`src/sv/fsrs_pkg.sv`:
```
// Package for the fixed-rate sample scheduler.
// Mode codes, fixed field widths and the divider status type.
// No dependencies.
package fsrs_pkg;

    localparam int IV_BITS  = 32;
    localparam int OUT_BITS = 32;

    localparam logic [IV_BITS-1:0]  INTERVAL_RESET = 32'd16666667;
    localparam logic [OUT_BITS-1:0] OUT_MAX        = 32'hFFFF_FFFF;

    localparam logic [1:0] MODE_QUERY   = 2'd0;
    localparam logic [1:0] MODE_SAMPLE  = 2'd1;
    localparam logic [1:0] MODE_RESTART = 2'd2;

    typedef struct packed {
        logic busy;
        logic done;
    } div_status_t;

endpackage

```
`src/sv/fixed_rate_sample_scheduler_core.sv`:
```
// Fixed-rate sample scheduler: sequencer, schedule state and output register.
// Depends on fsrs_pkg and fsrs_div.
//
// channel   direction  accept                      payload
// s_axis    in         tvalid & tready             tuser = mode, tdata = time_now
// m_axis    out        tvalid & tready             tuser = due, tdata = counts
// cfg       in         cfg_wr_en                   cfg_wr_data = interval_ns
//
// Query and restart run compare and output; a sample runs compare, late check,
// the bit-serial divider if late (one quotient bit a cycle), advance, update, output.
// Reset clears the schedule (not started, counters zero) and sets interval_ns.
// A finished result waits in the output register; the next transaction is
// accepted meanwhile and stalls only at its own output step.
module fixed_rate_sample_scheduler_core #(
    parameter int TIME_BITS  = 64,
    parameter int COUNT_BITS = 32
) (
    input  logic        clk,
    input  logic        rst_n,
    input  logic        cfg_wr_en,
    input  logic [31:0] cfg_wr_data,
    input  logic        s_axis_tvalid,
    output logic        s_axis_tready,
    input  logic [63:0] s_axis_tdata,   // time_now[63:0]
    input  logic [1:0]  s_axis_tuser,   // mode[1:0]
    output logic        m_axis_tvalid,
    input  logic        m_axis_tready,
    output logic [95:0] m_axis_tdata,   // frame_index[31:0], dropped_now[63:32],
                                        // dropped_total[95:64]
    output logic        m_axis_tuser    // due
);
    import fsrs_pkg::*;

    localparam int QW = (TIME_BITS > COUNT_BITS) ? TIME_BITS : COUNT_BITS;
    localparam int CW = (COUNT_BITS > OUT_BITS) ? COUNT_BITS : OUT_BITS;
    localparam logic [COUNT_BITS-1:0] COUNT_MAX = '1;

    typedef enum logic [2:0] {
        ST_IDLE,
        ST_CMP,
        ST_LATE,
        ST_DIV,
        ST_ADV,
        ST_UPD,
        ST_OUT
    } state_t;

    state_t                state_reg;
    logic [IV_BITS-1:0]    interval_reg;
    logic [IV_BITS-1:0]    iv_reg;
    logic [TIME_BITS-1:0]  t_reg;
    logic [1:0]            mode_reg;
    logic [TIME_BITS-1:0]  nd_reg;
    logic [COUNT_BITS-1:0] fc_reg;
    logic [COUNT_BITS-1:0] dc_reg;
    logic                  started_reg;
    logic                  due_reg;
    logic [COUNT_BITS-1:0] idx_reg;
    logic [COUNT_BITS-1:0] dnow_reg;
    logic                  m_valid_reg;
    logic [95:0]           m_data_reg;
    logic                  m_user_reg;

    logic [TIME_BITS:0]    diff;
    logic                  late;
    logic                  div_start;
    div_status_t           div_status;
    logic [TIME_BITS-1:0]  div_q;
    logic [IV_BITS-1:0]    div_r;
    logic [QW-1:0]         q_ext;
    logic [COUNT_BITS-1:0] q_sat;
    logic [COUNT_BITS-1:0] dc_next;
    logic [COUNT_BITS-1:0] fc_next;
    logic                  out_load;

    function automatic logic [COUNT_BITS-1:0] sat_add(
        input logic [COUNT_BITS-1:0] a,
        input logic [COUNT_BITS-1:0] b
    );
        logic [COUNT_BITS:0] s;
        s = {1'b0, a} + {1'b0, b};
        return s[COUNT_BITS] ? COUNT_MAX : s[COUNT_BITS-1:0];
    endfunction

    function automatic logic [OUT_BITS-1:0] clamp_out(input logic [COUNT_BITS-1:0] v);
        logic [CW-1:0] ve;
        ve = CW'(v);
        return (ve > CW'(OUT_MAX)) ? OUT_MAX : ve[OUT_BITS-1:0];
    endfunction

    assign diff      = {1'b0, t_reg} - {1'b0, nd_reg};
    assign late      = ~diff[TIME_BITS] && (diff[TIME_BITS-1:0] != '0);
    assign div_start = (state_reg == ST_LATE) && late;
    assign q_ext     = QW'(div_q);
    assign q_sat     = (q_ext > QW'(COUNT_MAX)) ? COUNT_MAX : q_ext[COUNT_BITS-1:0];
    assign dc_next   = sat_add(dc_reg, dnow_reg);
    assign fc_next   = sat_add(fc_reg, COUNT_BITS'(1));
    assign out_load  = (state_reg == ST_OUT) && (!m_valid_reg || m_axis_tready);

    assign s_axis_tready = (state_reg == ST_IDLE);
    assign m_axis_tvalid = m_valid_reg;
    assign m_axis_tdata  = m_data_reg;
    assign m_axis_tuser  = m_user_reg;

    fsrs_div #(
        .TIME_BITS (TIME_BITS)
    ) u_div (
        .clk       (clk),
        .rst_n     (rst_n),
        .start     (div_start),
        .dividend  (diff[TIME_BITS-1:0]),
        .divisor   (iv_reg),
        .status    (div_status),
        .quotient  (div_q),
        .remainder (div_r)
    );

    always_ff @(posedge clk or negedge rst_n)
    begin
        if (!rst_n)
        begin
            state_reg    <= ST_IDLE;
            interval_reg <= INTERVAL_RESET;
            iv_reg       <= '0;
            t_reg        <= '0;
            mode_reg     <= MODE_QUERY;
            nd_reg       <= '0;
            fc_reg       <= '0;
            dc_reg       <= '0;
            started_reg  <= 1'b0;
            due_reg      <= 1'b0;
            idx_reg      <= '0;
            dnow_reg     <= '0;
            m_valid_reg  <= 1'b0;
            m_data_reg   <= '0;
            m_user_reg   <= 1'b0;
        end
        else
        begin
            if (cfg_wr_en)
            begin
                interval_reg <= cfg_wr_data;
            end

            if (m_valid_reg && m_axis_tready && !out_load)
            begin
                m_valid_reg <= 1'b0;
            end

            unique case (state_reg)
                ST_IDLE:
                begin
                    if (s_axis_tvalid)
                    begin
                        t_reg     <= s_axis_tdata[TIME_BITS-1:0];
                        mode_reg  <= s_axis_tuser;
                        iv_reg    <= (interval_reg == '0) ? IV_BITS'(1) : interval_reg;
                        state_reg <= ST_CMP;
                    end
                end
                ST_CMP:
                begin
                    due_reg  <= started_reg && (t_reg >= nd_reg);
                    dnow_reg <= '0;
                    if (mode_reg == MODE_SAMPLE)
                    begin
                        if (!started_reg)
                        begin
                            nd_reg      <= t_reg;
                            fc_reg      <= '0;
                            dc_reg      <= '0;
                            started_reg <= 1'b1;
                        end
                        state_reg <= ST_LATE;
                    end
                    else if (mode_reg == MODE_RESTART)
                    begin
                        nd_reg      <= t_reg;
                        fc_reg      <= '0;
                        dc_reg      <= '0;
                        started_reg <= 1'b1;
                        idx_reg     <= '0;
                        state_reg   <= ST_OUT;
                    end
                    else
                    begin
                        idx_reg   <= fc_reg;
                        state_reg <= ST_OUT;
                    end
                end
                ST_LATE:
                begin
                    if (late)
                    begin
                        state_reg <= ST_DIV;
                    end
                    else
                    begin
                        t_reg     <= nd_reg;
                        state_reg <= ST_ADV;
                    end
                end
                ST_DIV:
                begin
                    if (div_status.done)
                    begin
                        dnow_reg  <= q_sat;
                        t_reg     <= t_reg - TIME_BITS'(div_r);
                        state_reg <= ST_ADV;
                    end
                end
                ST_ADV:
                begin
                    nd_reg    <= t_reg + TIME_BITS'(iv_reg);
                    state_reg <= ST_UPD;
                end
                ST_UPD:
                begin
                    dc_reg    <= dc_next;
                    idx_reg   <= fc_reg;
                    fc_reg    <= fc_next;
                    state_reg <= ST_OUT;
                end
                ST_OUT:
                begin
                    if (out_load)
                    begin
                        m_data_reg  <= {clamp_out(dc_reg), clamp_out(dnow_reg),
                                        clamp_out(idx_reg)};
                        m_user_reg  <= due_reg;
                        m_valid_reg <= 1'b1;
                        state_reg   <= ST_IDLE;
                    end
                end
                default:
                begin
                    state_reg <= ST_IDLE;
                end
            endcase
        end
    end

endmodule

```
`src/sv/fsrs_div.sv`:
```
// Radix-2 restoring divider, one quotient bit per cycle.
// Divides a TIME_BITS-wide dividend by a 32-bit divisor.
// Depends on fsrs_pkg.
module fsrs_div #(
    parameter int TIME_BITS = 64
) (
    input  logic                        clk,
    input  logic                        rst_n,
    input  logic                        start,
    input  logic [TIME_BITS-1:0]        dividend,
    input  logic [fsrs_pkg::IV_BITS-1:0] divisor,
    output fsrs_pkg::div_status_t       status,
    output logic [TIME_BITS-1:0]        quotient,
    output logic [fsrs_pkg::IV_BITS-1:0] remainder
);
    import fsrs_pkg::*;

    localparam int CNT_BITS = $clog2(TIME_BITS + 1);

    logic [TIME_BITS-1:0] qd_reg;
    logic [IV_BITS-1:0]   rem_reg;
    logic [IV_BITS-1:0]   dsr_reg;
    logic [CNT_BITS-1:0]  cnt_reg;
    logic                 busy_reg;
    logic                 done_reg;

    logic [IV_BITS:0] shifted;
    logic [IV_BITS:0] trial;
    logic             ge;

    assign shifted = {rem_reg, qd_reg[TIME_BITS-1]};
    assign trial   = shifted - {1'b0, dsr_reg};
    assign ge      = ~trial[IV_BITS];

    always_ff @(posedge clk or negedge rst_n)
    begin
        if (!rst_n)
        begin
            cnt_reg  <= '0;
            busy_reg <= 1'b0;
            done_reg <= 1'b0;
        end
        else if (start)
        begin
            cnt_reg  <= CNT_BITS'(TIME_BITS);
            busy_reg <= 1'b1;
            done_reg <= 1'b0;
        end
        else if (busy_reg)
        begin
            cnt_reg <= cnt_reg - 1'b1;
            if (cnt_reg == CNT_BITS'(1))
            begin
                busy_reg <= 1'b0;
                done_reg <= 1'b1;
            end
        end
        else
        begin
            done_reg <= 1'b0;
        end
    end

    always_ff @(posedge clk)
    begin
        if (start)
        begin
            qd_reg  <= dividend;
            rem_reg <= '0;
            dsr_reg <= divisor;
        end
        else if (busy_reg)
        begin
            rem_reg <= ge ? trial[IV_BITS-1:0] : shifted[IV_BITS-1:0];
            qd_reg  <= {qd_reg[TIME_BITS-2:0], ge};
        end
    end

    assign status.busy = busy_reg;
    assign status.done = done_reg;
    assign quotient    = qd_reg;
    assign remainder   = rem_reg;

endmodule
```
`config.mk`:
```
export PLATFORM = sky130hd
export DESIGN_NAME = fixed_rate_sample_scheduler_core
export DESIGN_NICKNAME = d
export VERILOG_FILES = /design/src/sv/fsrs_pkg.sv /design/src/sv/fixed_rate_sample_scheduler_core.sv /design/src/sv/fsrs_div.sv
export SDC_FILE = /design/constraint.sdc
export NUM_CORES = 1
export LEC_CHECK = 0
export BUFFER_PORTS_ARGS = -buffer_cell sky130_fd_sc_hd__buf_2
export CAP_MARGIN = 20
export CORE_ASPECT_RATIO = 1.75
export CORE_UTILIZATION = 53
export CTS_CLUSTER_DIAMETER = 120
export DETAILED_ROUTE_END_ITERATION = 16
export MAX_ROUTING_LAYER = met4
export PLACE_DENSITY = 0.73
export SLEW_MARGIN = 30
export SYNTH_ARGS = -nofsm -noshare
export SYNTH_HDL_FRONTEND = slang
export SYNTH_HIERARCHICAL = 1
export SYNTH_SLANG_ARGS = --single-unit
```
`constraint.sdc`:
```
create_clock -name clk -period 5.85 [get_ports clk]
set_clock_uncertainty 0.1 [all_clocks]
set_input_delay 0.585 -clock clk [delete_from_list [all_inputs] [get_ports clk]]
set_output_delay 0.585 -clock clk [all_outputs]
set_load 0.05 [all_outputs]
```
==> out/summary.txt, run 1 <==
Run status - finished, violations left
Failing checks - design-rule violations
Max Root-Sink Buffers - 3
Final Hold Fails - 0
Max-slew headroom - 32.95%
Via-per-instance ratio - 6.056
Die Ht - 349.2 um
Reg2Reg Setup Slack - 0.13 ns
TritonCTS clock tree - done
Hold Path Class - input port to flip-flop
GPL Wtd Cong - 1.053
GR Util All Layers - 31.60%
Worst Setup Start Kind - flip-flop
Final std cells w/o fill - 5225
CTS clk-pin slew, worst paths - 0.07 ns
Area of the multi-input gates - 20540 um2
Post-layout nets - 4583
WL per Instance - 20.73 um
Vias in the first global route - 31704
DP Cell Count - 5118
Worst reg-to-reg path cell count - 20
DP Wirelength - 83140 um
# DRC - 2
Layout cell share with drive strength beyond 1 - 19.69%
Worst setup EP type - flip-flop
Die Wd - 200.4 um
Global route total overflow - 0
Clk Latency, worst-skew pair - 0.64 ns
Grt met2 use - 55.91%
Crit path kind - flip-flop to flip-flop
Pre-Repair DR Iteration Count - 13
Max reg flops - 96
Total number of vias - 31643
Initial antenna violation count - 0
Final Critical Period - 5.722 ns
Register area - 14410 um2
Met1 Use GR - 33.08%
Gr busiest metal - met2
PortBufs - 201
Count of pins over their slew limit - 0
RR Endpoint - t_reg[5]
Actual slew at the worst max-slew pin - 0.9966 ns
IO Count - 202
Total CTS buffers - 52
Final WL - 108300 um
Sink Count - 562
# setup viols final - 0
Max-Cap Viols - 0
Avg Inst Size Synth - 9.121 um2
DIE AREA - 69980 um2
H-tree depth - 2
Syn nets - 4308
FP Rows - 127
Final worst path period share - 97.81%
Root buffer cell - clkbuf_16
DRT iter0 DRCs - 2128
CP startpoint - t_reg[0]
FF-to-FF Start - t_reg[0]
N_diodes - 0
Max Freq - 0.1748 GHz
Area growth from synthesis to layout - 14.64%
Setup crit end - t_reg[5]
Req. time, crit path - 6.26 ns
Post-DRT Antenna Nets - 0
Core ar. - 68330 um2
Gate Count Post-Synth - 4003
Pin count of the biggest net entering global routing - 128
Worst-path fanout max - 10
Synth Warn # - 6
Routing usage on met3 - 3.394%
Critical Path AT - 6.14 ns
Fillers - 5924
Mapped Area - 36510 um2
Global-route wire length before repair - 170700 um
Initial Util - 53.43%
## how the worst min path moves through the flow
| stage | cells past startpoint | endpoint | slack [ns] | start |
|---|---|---|---|---|
| floorplan | 0 | dc_reg[0] | 0.19 | rst_n |
| global placement | 2 | nd_reg[58] | 0.36 | nd_reg[58] |
| detailed placement | 2 | nd_reg[58] | 0.37 | nd_reg[58] |
| CTS | 2 | interval_reg[12] | 0.05 | cfg_wr_data[12] |
| global route | 2 | interval_reg[0] | 0.07 | cfg_wr_data[0] |
| finish | 2 | interval_reg[12] | 0.08 | cfg_wr_data[12] |
## critical path: stages (launching register included)
cell and delay [ns]:
dfrtp_1 0.35, inv_1 0.06, ha_1 0.23, fa_1 0.43
nand2b_4 0.19, a211oi_4 0.30, o2111ai_2 0.15, and2_1 0.19
a21oi_1 0.14, nor3b_1 0.08, or4b_2 0.62, nor4_2 0.25
buf_4 0.15, nand4_1 0.11, or4_1 0.58, or4b_4 0.55
a211oi_4 0.27, or2_4 0.19, buf_4 0.16, buf_12 0.15
mux2_2 0.34
## stage by stage
step | hold slack [ns] | area [um2] | util, % | TNS, ns | setup WS [ns]
6_report | 0.07966 | 41860 | 61.26 | 0 | 0.1279
5_1_grt | 0.06509 | 41860 | 61.26 | -0.08162 | -0.01397
4_1_cts | 0.05106 | 41600 | 60.89 | 0 | 0.002172
3_5_place_dp | 0.3704 | 39590 | 57.95 | -0.8076 | -0.04107
3_3_place_gp | 0.3612 | 39580 | 57.93 | 0 | 0.08191
2_1_floorplan | 0.1894 | 36510 | - | 0 | 0.06089
## cells in the final DEF (no fill, tap or decap), drive strengths merged, types with 11 or more instances in the layout
cell type and count:
o21a 31, or3 25, o21bai 31, a31oi 25
a22o 74, buf 416, nand2b 28, nor3 71
and3 41, nor2b 23, a311oi 26, o22ai 18
a211oi 48, nand2 490, edfxtp 96, xnor2 120
a21oi 298, or2 18, bufinv 11, o211ai 13
mux2 230, nor2 230, nand3 70, nor4 38
inv 261, and2 25, mux2i 78, dfxtp 32
a221oi 11, dfrtp 421, ha 197, clkbuf 70
xor2 60, nand4 50, a21o 86, dfstp 13
o21ai 339, o31ai 21
## area by class of cell
cell class	instances	share of cell area, %
sequential	562	34.42
inverter	256	2.296
clock inverter	29	1.139
multi-input combinational	2988	49.08
clock buffer	69	3.629
timing repair buffer	418	6.741
tap	903	2.699
## routing by layer
layer,vias to the layer above,wire length [um]
met3,382,4918
met4,0,8255
met5,-,0
met2,1016,55470
li1,14971,-
met1,15274,39670
## what timing repair did
item | in CTS | in global routing
endpoints found under the setup margin | 58 | 232
resized for setup | 2 | 33
hold endpoints to repair | 93 | 0
hold buffers | 1 | 0
setup buffers | 0 | 7
pin swaps | 0 | 6
cloned | 0 | 1
Power of run 1 is left out: the tool's default activity adds up to more than one toggle a clock period on the data nets, which glitch-free logic cannot reach.
==> run 2: changes to the inputs <==
- clock period: 5.85 -> 4.9 ns (I/O delays scaled with it)
==> out/summary.txt, run 2 (synthesized netlist as in run 1, its figures left out) <==
PortBufs - 201 (unchanged)
Post-layout nets - 5006 (+9.2%)
CP cell instances - ha_4 > a21o_1 > o21bai_1 > a221o_1 > or3_4 > o31ai_4 > buf_6 > a211oi_4 > nor2b_2 > xnor2_2 > or4b_1 > or4_1 > or4b_4 > a211oi_4 > or2_4 > buf_12 > buf_12 > mux2_4
Commonest cells after routing, fill and taps aside - 567 x buf_4, 482 x nand2_1, 418 x dfrtp_1
# DRC - 0 (-2)
Post-DRT Antenna Nets - 0 (unchanged)
Vias in the first global route - 33131 (+4.5%)
Hold Path Class - input port to flip-flop
# setup viols final - 266 (+266)
Worst-path fanout max - 8 (-2)
Pin count of the biggest net entering global routing - 121 (-5.5%)
Sink Count - 562 (unchanged)
DP Wirelength - 84420 um (+1.5%)
Max-Cap Viols - 0 (unchanged)
GR Util All Layers - 32.42% (+0.82 points)
IO Count - 202 (unchanged)
Fillers - 5503 (-7.1%)
Pre-Repair DR Iteration Count - 6 (-7)
Via-per-instance ratio - 5.874 (-3.0%)
N_diodes - 0 (unchanged)
Layout cell share with drive strength beyond 1 - 27.92% (+8.2 points)
Crit path kind - flip-flop to flip-flop
DIE AREA - 69980 um2 (unchanged)
Worst Setup Start Kind - flip-flop
Commonest non-fill, non-tap cell in the layout - buf_4
Run status - finished, violations left
Max Freq - 0.1879 GHz (+7.5%)
Initial Util - 53.43% (unchanged)
Failing checks - negative setup slack
Max Root-Sink Buffers - 3 (unchanged)
CP delay by family, top - simple AND/OR/NAND/NOR gates
DRT iter0 DRCs - 1984 (-6.8%)
WL per Instance - 19.78 um (-4.6%)
Total number of vias - 33182 (+4.9%)
Area of the multi-input gates - 21240 um2 (+3.4%)
H-tree depth - 2 (unchanged)
RSZ-0062 raised after global routing - true
GPL Wtd Cong - 0.9700 (-7.9%)
Final setup margin - -0.4227 ns (-0.5506 ns)
FP Rows - 127 (unchanged)
DP Cell Count - 5475 (+7.0%)
Final Hold Fails - 0 (unchanged)
Final WL - 111700 um (+3.2%)
Global route total overflow - 0 (unchanged)
Core ar. - 68330 um2 (unchanged)
Actual slew at the worst max-slew pin - 0.9958 ns (-0.0007566 ns)
Initial antenna violation count - 0 (unchanged)
TritonCTS clock tree - done
Final std cells w/o fill - 5649 (+8.1%)
Root buffer cell - clkbuf_16
Total CTS buffers - 53 (+1.9%)
CTS clk-pin slew, worst paths - 0.07 ns (about the same)
Critical Path AT - 5.74 ns (-0.40 ns)
Max reg flops - 96 (unchanged)
Die Wd - 200.4 um (unchanged)
Max-slew headroom - 33.00% (+0.051 points)
Worst setup EP type - flip-flop
Final Critical Period - 5.323 ns (-0.3994 ns)
CP max stage delay - 0.56 ns (-0.06 ns)
Clk Latency, worst-skew pair - 0.65 ns (about the same)
Slowest-stage cell, CP - or4b_4
Area growth from synthesis to layout - 25.89%
Req. time, crit path - 5.31 ns (-0.95 ns)
Global-route wire length before repair - 175800 um (+3.0%)
WP buf/inv - 3 (-1)
Register area - 14410 um2 (about the same)
Count of pins over their slew limit - 0 (unchanged)
Final worst path period share - 108.6% (+11 points)
Die Ht - 349.2 um (unchanged)
[run 2: through the flow]
| stage | utilization, % | TNS [ns] | instance area, um2 | hold WS [ns] | worst slack [ns] |
|---|---|---|---|---|---|
| final | 67.27 | -82.09 | 45960 | 0.02368 | -0.4227 |
| after floorplan | - | -45.45 | 36800 | 0.09441 | -0.4608 |
| after global placement | 62.15 | -315.29 | 42460 | 0.3586 | -1.342 |
| after detailed placement | 62.16 | -321.52 | 42480 | 0.3703 | -1.352 |
| after global routing | 67.27 | -111.49 | 45960 | 0.04015 | -0.5364 |
| after CTS | 66.73 | -75.06 | 45590 | 0.002987 | -0.4106 |
[run 2: cell type report]
type,instances,area share [%]
clock inverter,35,0.9119
sequential,562,31.34
tap,903,2.458
multi-input combinational,2988,46.21
clock buffer,65,3.327
inverter,256,2.091
timing repair buffer,840,13.66
[run 2: path summary, 6_finish.rpt]
check / from / slack (ns) / cells after the start / to
worst min-delay path: s_axis_tuser[0] / 0.02 / 3 / mode_reg[0]
worst max register to register: t_reg[22] / -0.42 / 18 / t_reg[31]
worst min register to register: nd_reg[58] / 0.38 / 2 / nd_reg[58]
max in group asynchronous: rst_n / 3.18 / 4 / m_axis_tdata[20]
min in group asynchronous: rst_n / 0.24 / 2 / nd_reg[4]
worst max-delay path: t_reg[22] / -0.42 / 18 / t_reg[31]
[run 2: worst min-delay path, stage by stage]
cell,delay (ns)
buf_2,0.09
nand2_1,0.04
o21ai_0,0.07
[run 2: timing repair]
| item | 4_1_cts | 5_1_grt |
|---|---|---|
| gates cloned | 3 | 2 |
| gates resized for setup | 118 | 55 |
| setup buffers | 26 | 9 |
| pin swaps | 33 | 18 |
| hold endpoints to repair | 148 | 0 |
| endpoints found under the setup margin | 268 | 285 |
| hold buffers | 34 | 0 |
[run 2: per-layer routing]
layer | track usage [%] | routed length [um] | up-vias
met5 | - | 0 | -
met4 | 19.33 | 7242 | 0
met3 | 2.611 | 4460 | 346
met2 | 57.06 | 56860 | 1034
met1 | 35.80 | 43150 | 15970
li1 | - | - | 15832
Power of run 2 is left out for the same reason.
